## src/rtl/gcp_pkg.sv

```systemverilog
package gcp_pkg;

    localparam int CFG_INDEX_W = 3;
    localparam int CFG_DATA_W  = 8;
    localparam int S_TDATA_W   = 16;
    localparam int M_TDATA_W   = 32;
    localparam int M_TUSER_W   = 2;

    localparam logic [CFG_INDEX_W-1:0] REG_BPP_MODE     = 3'd0;
    localparam logic [CFG_INDEX_W-1:0] REG_PIXEL_FORMAT = 3'd1;
    localparam logic [CFG_INDEX_W-1:0] REG_COLOR_RED    = 3'd2;
    localparam logic [CFG_INDEX_W-1:0] REG_COLOR_GREEN  = 3'd3;
    localparam logic [CFG_INDEX_W-1:0] REG_COLOR_BLUE   = 3'd4;
    localparam logic [CFG_INDEX_W-1:0] REG_COLOR_ALPHA  = 3'd5;

    localparam logic [1:0] BPP_1 = 2'd0;
    localparam logic [1:0] BPP_2 = 2'd1;
    localparam logic [1:0] BPP_4 = 2'd2;
    localparam logic [1:0] BPP_8 = 2'd3;

    localparam logic [1:0] FMT_RGB565   = 2'd0;
    localparam logic [1:0] FMT_ARGB8565 = 2'd1;
    localparam logic [1:0] FMT_RGBA8888 = 2'd2;

    localparam logic [7:0] ALPHA_LOW  = 8'h40;
    localparam logic [7:0] ALPHA_MID  = 8'hA0;
    localparam logic [7:0] ALPHA_FULL = 8'hFF;

    typedef struct packed {
        logic [1:0] bpp_mode;
        logic [1:0] pixel_format;
        logic [7:0] red;
        logic [7:0] green;
        logic [7:0] blue;
        logic [7:0] alpha;
        logic [4:0] red5;
        logic [5:0] green6;
        logic [4:0] blue5;
    } cfg_t;

    typedef struct packed {
        logic       valid;
        logic [7:0] code;
        logic       last;
    } pix_t;

    // exact x / 255 for any 14-bit x (below 16384)
    function automatic logic [7:0] div255(input logic [13:0] x);
        logic [14:0] t;
        t = {1'b0, x} + 15'(x >> 8) + 15'd1;
        return 8'(t >> 8);
    endfunction

endpackage

```

## src/rtl/gcp_cfg_regs.sv

```systemverilog
module gcp_cfg_regs (
    input  logic                               aclk,
    input  logic                               aresetn,
    input  logic                               cfg_wr_en,
    input  logic [gcp_pkg::CFG_INDEX_W-1:0]    cfg_index,
    input  logic [gcp_pkg::CFG_DATA_W-1:0]     cfg_wdata,
    output gcp_pkg::cfg_t                      cfg
);

    gcp_pkg::cfg_t cfg_reg;
    gcp_pkg::cfg_t cfg_next;

    always_comb begin
        cfg_next = cfg_reg;
        if (cfg_wr_en) begin
            unique case (cfg_index)
                gcp_pkg::REG_BPP_MODE: begin
                    cfg_next.bpp_mode = cfg_wdata[1:0];
                end
                gcp_pkg::REG_PIXEL_FORMAT: begin
                    cfg_next.pixel_format = cfg_wdata[1:0];
                end
                gcp_pkg::REG_COLOR_RED: begin
                    cfg_next.red  = cfg_wdata;
                    cfg_next.red5 = 5'(gcp_pkg::div255({6'd0, cfg_wdata} * 14'd31));
                end
                gcp_pkg::REG_COLOR_GREEN: begin
                    cfg_next.green  = cfg_wdata;
                    cfg_next.green6 = 6'(gcp_pkg::div255({6'd0, cfg_wdata} * 14'd63));
                end
                gcp_pkg::REG_COLOR_BLUE: begin
                    cfg_next.blue  = cfg_wdata;
                    cfg_next.blue5 = 5'(gcp_pkg::div255({6'd0, cfg_wdata} * 14'd31));
                end
                gcp_pkg::REG_COLOR_ALPHA: begin
                    cfg_next.alpha = cfg_wdata;
                end
                default: begin
                end
            endcase
        end
    end

    always_ff @(posedge aclk) begin
        if (!aresetn) begin
            cfg_reg <= '{bpp_mode: gcp_pkg::BPP_1, pixel_format: gcp_pkg::FMT_RGB565,
                         red: 8'd0, green: 8'd0, blue: 8'd0, alpha: 8'hFF,
                         red5: 5'd0, green6: 6'd0, blue5: 5'd0};
        end else begin
            cfg_reg <= cfg_next;
        end
    end

    assign cfg = cfg_reg;

endmodule

```

## src/rtl/gcp_dot_cursor.sv

```systemverilog
module gcp_dot_cursor (
    input  logic                             aclk,
    input  logic                             aresetn,
    input  logic [1:0]                       bpp_mode,
    input  logic                             s_tvalid,
    output logic                             s_tready,
    input  logic [gcp_pkg::S_TDATA_W-1:0]    s_tdata,
    input  logic                             advance,
    output gcp_pkg::pix_t                    pix
);

    logic       valid_reg;
    logic [7:0] dots_reg;
    logic [2:0] pos_reg;
    logic [3:0] rem_reg;

    logic [2:0] first;
    logic [3:0] count;
    logic [3:0] per_byte;
    logic [3:0] left;
    logic [3:0] n;
    logic       take;
    logic       accept;
    logic       drain;
    logic [2:0] shift;
    logic [7:0] shifted;
    logic [7:0] mask;

    assign first    = s_tdata[10:8];
    assign count    = s_tdata[14:11];
    assign per_byte = 4'd8 >> bpp_mode;
    assign left     = per_byte - {1'b0, first};
    assign n        = (count < left) ? count : left;
    assign take     = ({1'b0, first} < per_byte) && (n != 4'd0);

    assign drain    = advance && (rem_reg == 4'd1);
    assign s_tready = !valid_reg || drain;
    assign accept   = s_tvalid && s_tready;

    always_ff @(posedge aclk) begin
        if (!aresetn) begin
            valid_reg <= 1'b0;
        end else if (accept) begin
            valid_reg <= take;
        end else if (drain) begin
            valid_reg <= 1'b0;
        end
    end

    always_ff @(posedge aclk) begin
        if (accept && take) begin
            dots_reg <= s_tdata[7:0];
            pos_reg  <= first;
            rem_reg  <= n;
        end else if (advance) begin
            pos_reg <= pos_reg + 3'd1;
            rem_reg <= rem_reg - 4'd1;
        end
    end

    assign shift   = pos_reg << bpp_mode;
    assign shifted = dots_reg >> shift;

    always_comb begin
        case (bpp_mode)
            gcp_pkg::BPP_1: mask = 8'h01;
            gcp_pkg::BPP_2: mask = 8'h03;
            gcp_pkg::BPP_4: mask = 8'h0F;
            default:        mask = 8'hFF;
        endcase
    end

    assign pix.valid = valid_reg;
    assign pix.code  = shifted & mask;
    assign pix.last  = (rem_reg == 4'd1);

endmodule

```

## src/rtl/gcp_pixel_shade.sv

```systemverilog
module gcp_pixel_shade (
    input  gcp_pkg::cfg_t   cfg,
    input  logic [7:0]      code,
    output logic [31:0]     pixel_word,
    output logic            write_enable,
    output logic            unsupported
);

    logic [15:0] c565;
    logic [7:0]  blend_alpha;
    logic [4:0]  a5;
    logic [9:0]  prod_r;
    logic [10:0] prod_g;
    logic [9:0]  prod_b;
    logic [15:0] dark565;
    logic        full_code;
    logic [7:0]  alpha;

    assign c565 = {cfg.red5, cfg.green6, cfg.blue5};

    assign unsupported = !(cfg.pixel_format == gcp_pkg::FMT_RGB565 ||
                           cfg.pixel_format == gcp_pkg::FMT_ARGB8565 ||
                           cfg.pixel_format == gcp_pkg::FMT_RGBA8888) ||
                         (cfg.pixel_format == gcp_pkg::FMT_RGB565 &&
                          cfg.bpp_mode == gcp_pkg::BPP_8) ||
                         (cfg.pixel_format == gcp_pkg::FMT_ARGB8565 &&
                          cfg.bpp_mode == gcp_pkg::BPP_1);

    assign write_enable = !unsupported && (code != 8'd0);

    always_comb begin
        if (cfg.bpp_mode == gcp_pkg::BPP_2) begin
            blend_alpha = (code[1:0] == 2'd2) ? gcp_pkg::ALPHA_MID : gcp_pkg::ALPHA_LOW;
            full_code   = (code[1:0] == 2'd3);
        end else begin
            blend_alpha = {code[3:0], code[3:0]};
            full_code   = (cfg.bpp_mode == gcp_pkg::BPP_1) || (code[3:0] == 4'hF);
        end
    end

    // 565 blend over black with alpha rounded to 5 bits
    assign a5      = 5'((9'(blend_alpha) + 9'd4) >> 3);
    assign prod_r  = 10'(cfg.red5 * a5);
    assign prod_g  = 11'(cfg.green6 * a5);
    assign prod_b  = 10'(cfg.blue5 * a5);
    assign dark565 = {prod_r[9:5], prod_g[10:5], prod_b[9:5]};

    always_comb begin
        case (cfg.bpp_mode)
            gcp_pkg::BPP_1: alpha = cfg.alpha;
            gcp_pkg::BPP_2: begin
                if (cfg.pixel_format == gcp_pkg::FMT_ARGB8565) begin
                    case (code[1:0])
                        2'd3:    alpha = gcp_pkg::ALPHA_FULL;
                        2'd2:    alpha = gcp_pkg::ALPHA_MID;
                        default: alpha = gcp_pkg::ALPHA_LOW;
                    endcase
                end else begin
                    alpha = {4{code[1:0]}};
                end
            end
            gcp_pkg::BPP_4: alpha = {code[3:0], code[3:0]};
            default:        alpha = code;
        endcase
    end

    always_comb begin
        pixel_word = 32'd0;
        if (write_enable) begin
            case (cfg.pixel_format)
                gcp_pkg::FMT_RGB565:   pixel_word = {16'd0, full_code ? c565 : dark565};
                gcp_pkg::FMT_ARGB8565: pixel_word = {8'd0, alpha, c565};
                default:               pixel_word = {alpha, cfg.blue, cfg.green, cfg.red};
            endcase
        end
    end

endmodule

```

## src/rtl/glyph_coverage_to_pixels.sv

```systemverilog
// Path: an accepted byte is held in the pixel cursor, and each pixel word is registered at the output.
// Throughput: one pixel word per cycle while m_tready does not stall the output; a byte emits
// 1 to 8 pixels, set by the single pixel cursor; the next byte is taken with its last pixel.
// Bytes that select no pixels are consumed and emit nothing.
// Reset: synchronous active-low aresetn empties both stages and restores register defaults
// (alpha 0xFF, all else 0).
module glyph_coverage_to_pixels (
    input  logic                             aclk,
    input  logic                             aresetn,
    input  logic                             cfg_wr_en,
    input  logic [gcp_pkg::CFG_INDEX_W-1:0]  cfg_index,
    input  logic [gcp_pkg::CFG_DATA_W-1:0]   cfg_wdata,
    input  logic                             s_tvalid,
    output logic                             s_tready,
    input  logic [gcp_pkg::S_TDATA_W-1:0]    s_tdata,  // dot_byte[7:0], first_pixel[10:8],
                                                       // pixel_count[14:11], zero[15]
    output logic                             m_tvalid,
    input  logic                             m_tready,
    output logic [gcp_pkg::M_TDATA_W-1:0]    m_tdata,  // pixel_word[31:0]
    output logic [gcp_pkg::M_TUSER_W-1:0]    m_tuser,  // write_enable[0], unsupported[1]
    output logic                             m_tlast   // last_pixel
);

    gcp_pkg::cfg_t cfg;
    gcp_pkg::pix_t pix;

    logic        advance;
    logic [31:0] pixel_word;
    logic        write_enable;
    logic        unsupported;

    logic        m_valid_reg;
    logic [31:0] m_data_reg;
    logic [1:0]  m_user_reg;
    logic        m_last_reg;

    gcp_cfg_regs u_cfg (
        .aclk      (aclk),
        .aresetn   (aresetn),
        .cfg_wr_en (cfg_wr_en),
        .cfg_index (cfg_index),
        .cfg_wdata (cfg_wdata),
        .cfg       (cfg)
    );

    gcp_dot_cursor u_cursor (
        .aclk     (aclk),
        .aresetn  (aresetn),
        .bpp_mode (cfg.bpp_mode),
        .s_tvalid (s_tvalid),
        .s_tready (s_tready),
        .s_tdata  (s_tdata),
        .advance  (advance),
        .pix      (pix)
    );

    gcp_pixel_shade u_shade (
        .cfg          (cfg),
        .code         (pix.code),
        .pixel_word   (pixel_word),
        .write_enable (write_enable),
        .unsupported  (unsupported)
    );

    assign advance = pix.valid && (!m_valid_reg || m_tready);

    always_ff @(posedge aclk) begin
        if (!aresetn) begin
            m_valid_reg <= 1'b0;
        end else if (advance) begin
            m_valid_reg <= 1'b1;
        end else if (m_tready) begin
            m_valid_reg <= 1'b0;
        end
    end

    always_ff @(posedge aclk) begin
        if (advance) begin
            m_data_reg <= pixel_word;
            m_user_reg <= {unsupported, write_enable};
            m_last_reg <= pix.last;
        end
    end

    assign m_tvalid = m_valid_reg;
    assign m_tdata  = m_data_reg;
    assign m_tuser  = m_user_reg;
    assign m_tlast  = m_last_reg;

endmodule

```

## config.mk

```make
export PLATFORM = sky130hd
export DESIGN_NAME = glyph_coverage_to_pixels
export DESIGN_NICKNAME = d
export VERILOG_FILES = /design/src/rtl/gcp_pkg.sv /design/src/rtl/gcp_cfg_regs.sv /design/src/rtl/gcp_dot_cursor.sv /design/src/rtl/gcp_pixel_shade.sv /design/src/rtl/glyph_coverage_to_pixels.sv
export SDC_FILE = /design/constraint.sdc
export NUM_CORES = 1
export LEC_CHECK = 0
export BUFFER_PORTS_ARGS = -buffer_cell sky130_fd_sc_hd__buf_2
export CAP_MARGIN = 30
export CORE_ASPECT_RATIO = 1.1
export CORE_UTILIZATION = 47
export DETAILED_ROUTE_END_ITERATION = 8
export PLACE_DENSITY = 0.69
export SYNTH_ARGS = -nofsm -noshare
export SYNTH_HDL_FRONTEND = slang
export SYNTH_SLANG_ARGS = --single-unit
export TNS_END_PERCENT = 1
```

## constraint.sdc

```tcl
create_clock -name aclk -period 9.7 [get_ports aclk]
set_input_delay 1.94 -clock aclk [delete_from_list [all_inputs] [get_ports aclk]]
set_output_delay 1.94 -clock aclk [all_outputs]
set_load 0.05 [all_outputs]
```

# After elaboration in Yosys (flattened, before gate mapping)

Index checks and enable logic that the tools add are counted.

Add/subtract/negate cells: 8
Multiply operators: 5
Div/mod/pow operators: 0
Order comparisons: 2
Equality and inequality tests: 14
Shifts and indexed selects: 3
Mux-type cells: 18
Bitwise gates (word level): 1
Reductions and logical operators: 33

Operators by type and width:

| cell                    | count |
|---|---|
| $pmux W32 S2            | 1 |
| $pmux W8 S3             | 2 |
| $mux W8                 | 3 |
| $mul A5 B5 Y10          | 2 |
| $mux W16                | 1 |
| $pmux W8 S2             | 1 |
| $add A14 B1 Y14 const B | 1 |
| $add A14 B6 Y14         | 1 |
| $mul A8 B6 Y14 const B  | 1 |
| $add A13 B1 Y13 const B | 1 |
| $add A13 B5 Y13         | 1 |
| $mul A8 B5 Y13 const B  | 1 |
| $mux W4                 | 3 |
| $reduce_and A2 Y1       | 6 |
| $mul A6 B5 Y11          | 1 |
| $eq A2 B2 Y1 const B    | 5 |
| $add A8 B3 Y8 const B   | 1 |
| $and A8 B8 Y8           | 1 |
| $logic_and A1 B1 Y1     | 8 |
| $reduce_bool A8 Y1      | 1 |
| $shr A8 B3 Y8           | 1 |
| $logic_or A1 B1 Y1      | 7 |
| $eq A3 B2 Y1 const B    | 2 |
| $eq A3 B3 Y1 const B    | 2 |
| other kinds (18)        | 30 |

Flip-flop bits (word level): 104
Latch bits: 0
RAM bits: 0
ROM bits: 0
Output and inout bits: 37
Memories: 0

# Depth between registers and ports, before layout

Depth after elaboration: 10
Mapped depth: 25
Depth with buffers taken out: 25

# Hierarchy

A second synthesis with hierarchy kept.

Cell total of the unflattened synthesis: 1,060
Area total of the unflattened synthesis: 9,600.5 um2

Modules (own cells, without submodules):

| module                   | instances | cells each | area an instance (um2) | seq. area each (um2) |
|---|---|---|---|---|
| gcp_cfg_regs             | 1         | 508        | 4,167.7                | 1,041.0 |
| gcp_pixel_shade          | 1         | 412        | 3,151.8                | 0.0 |
| gcp_dot_cursor           | 1         | 101        | 1,182.4                | 470.5 |
| glyph_coverage_to_pixels | 1         | 39         | 1,098.6                | 1,071.0 |

# Least setup slack after synthesis

No wires, ideal clock.

Path type: input port to flip-flop
Start: input port cfg_wdata[2] (netlist name)
End: register u_cfg.cfg_reg, in the netlist u_cfg.cfg[9]
Arrival time: 7.345 ns
Required time: 9.625 ns
Path slack: 2.281 ns
Stages: 22
Buffers on the path: 1
Cell sequence: fa_1 > fa_1 > inv_1 > fa_1 > inv_1 > ha_1 > clkbuf_1 > and3_1 > a21oi_1 > o21ai_0 > o221ai_1 > or4b_2 > o311ai_0 > ha_1 > a2111o_1 > o21ai_0 > a21oi_1 > o22ai_1 > a2111oi_0 > nand2_1 > or3_1 > a31oi_1

Word-level cells in the longest chain between the ends: 3

Ends and longest elaborated chain:

| element              | RTL line                       | text |
|---|---|---|
| from (decl)          | glyph_coverage_to_pixels.sv:12 | `input logic [gcp_pkg::CFG_DATA_W-1:0] cfg_wdata,` |
| $mul A8 B6 Y14       | gcp_cfg_regs.sv:29             | `cfg_next.green6 = 6'(gcp_pkg::div255({6'd0, cfg_wdata} * 14'd63));` |
| $add A14 B6 Y14      | gcp_pkg.sv:50                  | `t = {1'b0, x} + 15'(x >> 8) + 15'd1;` |
| $add A14 B1 Y14      | gcp_pkg.sv:50                  |  |
| to (signal assigned) | gcp_cfg_regs.sv:46             | `cfg_reg <= '{bpp_mode: gcp_pkg::BPP_1, pixel_format: gcp_pkg::FMT_RGB565,` |
| to (signal assigned) | gcp_cfg_regs.sv:50             | `cfg_reg <= cfg_next;` |
| to (decl)            | gcp_cfg_regs.sv:10             | `gcp_pkg::cfg_t cfg_reg;` |

No other way between the ends.
A chain may end at the register's enable or synchronous reset.

# Final worst setup path

Start: input port cfg_wdata[5] (netlist name)
End: register u_cfg.cfg_reg, in the netlist u_cfg.cfg[9]

Same word-level chain as after synthesis.

==> results.py <==
metrics = {
    "route": {
        "remaining_drc_errors": 13,
        "routed_wl_um": 23700,
        "drt-initial-drc-count": 646,
        "vias_per_cell": 5.80,
        "first_pass_iters": 9,
        "drtAntennaViolNets": 0,
        "vias": 8034,
        "wire_per_inst_um": 17.1,
    },
    "critical_path": {
        "critPathLaunch": "cfg_wdata[5]",
        "cp_common_cell": "fa_1",
        "crit_end": "u_cfg.cfg[9]$_SDFFE_PN0P_",
        "crit_path_end_kind": "flop",
        "r2r-start": "u_cfg.cfg[50]$_SDFFE_PN0P_",
        "critPathKind": "input port to flop",
        "ff2ff_path_depth": 21,
        "cpMaxStageDelayCell": "a2111oi_0",
        "arrival_ns": 8.16,
        "slowest_delay_ns": 0.73,
        "start_kind": "input port",
        "cp_cell_sequence": "buf_2, fa_1, fa_1, inv_1, fa_1, inv_1, ha_1, a21oi_1, o21ai_0, o221ai_1, or4b_2, o311ai_0, ha_1, a2111o_1, o21ai_0, a21oi_1, o22ai_1, a2111oi_0, nand2_1, or3_1, a31oi_1",
        "crit_required_ns": 9.99,
        "rrSetupSlack_ns": 2.75,
        "cp_max_fo": 9,
        "r2r_end": "m_tdata[9]$_SDFFCE_PN0P_",
    },
    "power_and_ir_drop": {
        "vdd.ir_drop.worst_uv": 141,
        "cellPowerDensity_nw_per_um2": 181,
        "total_leakage_power_nw": 4.58,
    },
    "die": {
        "die_w_um": 139,
        "io_pins": 69,
        "fp.coreArea_um2": 20000,
        "fp.dieH_um": 152,
        "dieArea_um2": 21100,
        "start_util": 0.482,
        "num_rows": 54,
    },
    "synth": {
        "yosysMostFrequentCell": "nand2_1",
        "ys_types": 89,
        "synth_top_area_share": 0.156,
        "async_flop_share": 0,
        "synth_fp_nets": 1260,
        "synth-main-ff-cell": "dfxtp_1",
        "syn_inst": 1073,
        "synth.area.top_cells": "edfxtp_1 16%, ha_1 13%, fa_1 12%",
        "synth_commonest_cells": "119 x nand2_1, 99 x ha_1, 96 x inv_1, 69 x a21oi_1, 69 x nor2_1",
        "synth_enable_flop_cells": 50,
        "syn-cell-area_um2": 9650,
        "ys_seq_elements": 104,
        "synth_largest_area_cell": "edfxtp_1",
        "ys.warnings.count": 0,
        "synth_area_per_cell_um2": 8.99,
        "yosysSeqAreaShare": 0.268,
    },
    "place": {
        "hpwlAfterDp_um": 18100,
        "place_congestion": 0.926,
        "port-buffer-count": 67,
        "place_inst": 1367,
        "post-place-ws_ns": 1.43,
    },
    "global_routing": {
        "antenna_found_initial": 0,
        "grt_overflow": 0,
        "grt_max_degree": 34,
        "grt_pass1_vias": 7520,
        "track_usage": 0.230,
        "grt_pass1_wl_um": 38700,
    },
    "cts": {
        "cts_tree": "done",
        "ctsResizeCount": 0,
        "cts_hold_buf": 0,
        "post_cts_buffers": 0,
        "cts_buffers": 9,
        "clk_latency_ns": 0.36,
        "cts_num_sinks": 104,
        "htreeDepth": 3,
        "cts_buffer_depth": 2,
        "cts_root_buffer": "clkbuf_16",
        "cts.clk_slew.worst_paths_ns": 0.07,
    },
    "timing": {
        "min_period_ns": 7.87,
        "setup-violations-final": 0,
        "rsz0062_at_grt": "no",
        "hold_viol": 0,
        "worst_pin_slew_ns": 0.908,
        "slew_violations": 0,
        "max_freq_ghz": 0.127,
        "fin_skew_ns": 0.00749,
        "fin_crit_sh": 0.811,
        "relSlewSlack": 0.394,
        "setup_tns_ns": 0,
        "setup_ws_ns": 1.83,
    },
    "final_layout": {
        "finish.net_count": 1314,
        "antennaDiodeCount": 0,
        "fin_cells": 1384,
        "largest_register_ffs": 52,
        "final_layout_size_suffix_gt1_frac": 0.121,
        "synthToLayoutAreaGrowth_pct": 9.81,
    },
    "flow_run": {
        "cap_violations": 0,
    },
    "run_status": {
        "violations": "design-rule violations",
        "status": "finished with violations",
    },
    "min_path": {
        "hp-class": "flop to flop",
    },
}
power breakdown:
part / switching, mW / internal [mW]
combinational: 0.599 / 0.395
clock: 0.195 / 0.188
sequential: 0.0324 / 0.508
total: 0.827 / 1.09
cells in the final DEF, fill, tap and decap left out, types with 7 or more instances in the layout:
master / netlist / final
inv_1: 96 / 96
buf_4: 2 / 10
nand3_1: 24 / 24
ha_1: 99 / 99
nand2_1: 119 / 119
clkbuf_16: 0 / 9
nand2b_1: 19 / 19
xnor2_1: 18 / 18
o21ai_0: 38 / 38
a31oi_1: 18 / 18
nor2b_1: 36 / 35
mux2i_1: 17 / 17
nor2_1: 69 / 69
a21oi_1: 69 / 69
buf_2: 4 / 67
o21a_1: 17 / 17
and3_1: 7 / 7
o211ai_1: 12 / 12
a211oi_1: 9 / 9
or3_1: 10 / 10
edfxtp_1: 50 / 50
nor3_1: 21 / 21
fa_1: 56 / 56
and2_1: 39 / 39
dfxtp_1: 54 / 54
critical path: cells and delay by family:
family                     cells  cell delay (ns)
buffers and inverters          3             0.40
and+or+nand+nor                3             1.10
AOI/OAI and AO/OA             10             2.40
adders and majority gates      5             2.32
stage by stage:
step | hold slack, ns | cell area [um^2] | util | power, mW
global placement | 0.442 | 10200 | 0.511 | 1.51
detailed placement | 0.445 | 10300 | 0.514 | 1.54
global route | 0.473 | 10600 | 0.530 | 2.06
CTS | 0.456 | 10600 | 0.529 | 1.92
floorplan | 0.432 | 9650 | - | 1.31
finish | 0.456 | 10600 | 0.530 | 1.92
worst min path at each step:
stage / from / endpoint / slack [ns] / cells after the start
detailed placement: u_cfg.cfg[33]$_SDFFE_PN0P_ / u_cfg.cfg[33]$_SDFFE_PN0P_ / 0.45 / 2
global route: u_cfg.cfg[43]$_SDFFE_PN0P_ / u_cfg.cfg[43]$_SDFFE_PN0P_ / 0.47 / 2
CTS: u_cfg.cfg[33]$_SDFFE_PN0P_ / u_cfg.cfg[33]$_SDFFE_PN0P_ / 0.46 / 2
floorplan: u_cfg.cfg[32]$_SDFFE_PN0P_ / u_cfg.cfg[32]$_SDFFE_PN0P_ / 0.43 / 2
global placement: u_cfg.cfg[35]$_SDFFE_PN0P_ / u_cfg.cfg[35]$_SDFFE_PN0P_ / 0.44 / 2
finish: u_cfg.cfg[32]$_SDFFE_PN0P_ / u_cfg.cfg[32]$_SDFFE_PN0P_ / 0.46 / 2
area by class of cell:
class | instances | area (um^2)
Fill cell | 1877 | 9410
Multi-Input combinational cell | 834 | 6540
Sequential cell | 104 | 2580
Timing Repair Buffer | 80 | 469
Inverter | 98 | 368
Tap cell | 252 | 315
Clock buffer | 9 | 225
Clock inverter | 7 | 88.8
layer usage:
layer / GRT usage / share of wire
met1: 0.326 / 0.47
met2: 0.372 / 0.45
met3: 0.0321 / 0.062
met5: 0 / 0
met4: 0.0524 / 0.014
cells by family (layout without fill, tap and decap cells):
family          after synthesis  count (layout)  share of synthesized area
simple gates                385             385                      0.207
compound gates              247             247                      0.178
fa+ha+maj                   155             155                      0.245
buf+inv                     135             194                     0.0547
flops                       104             104                      0.268
xor+xnor                     24              24                     0.0218
mux                          23              23                     0.0262
Power figures use the tool's default switching activity.
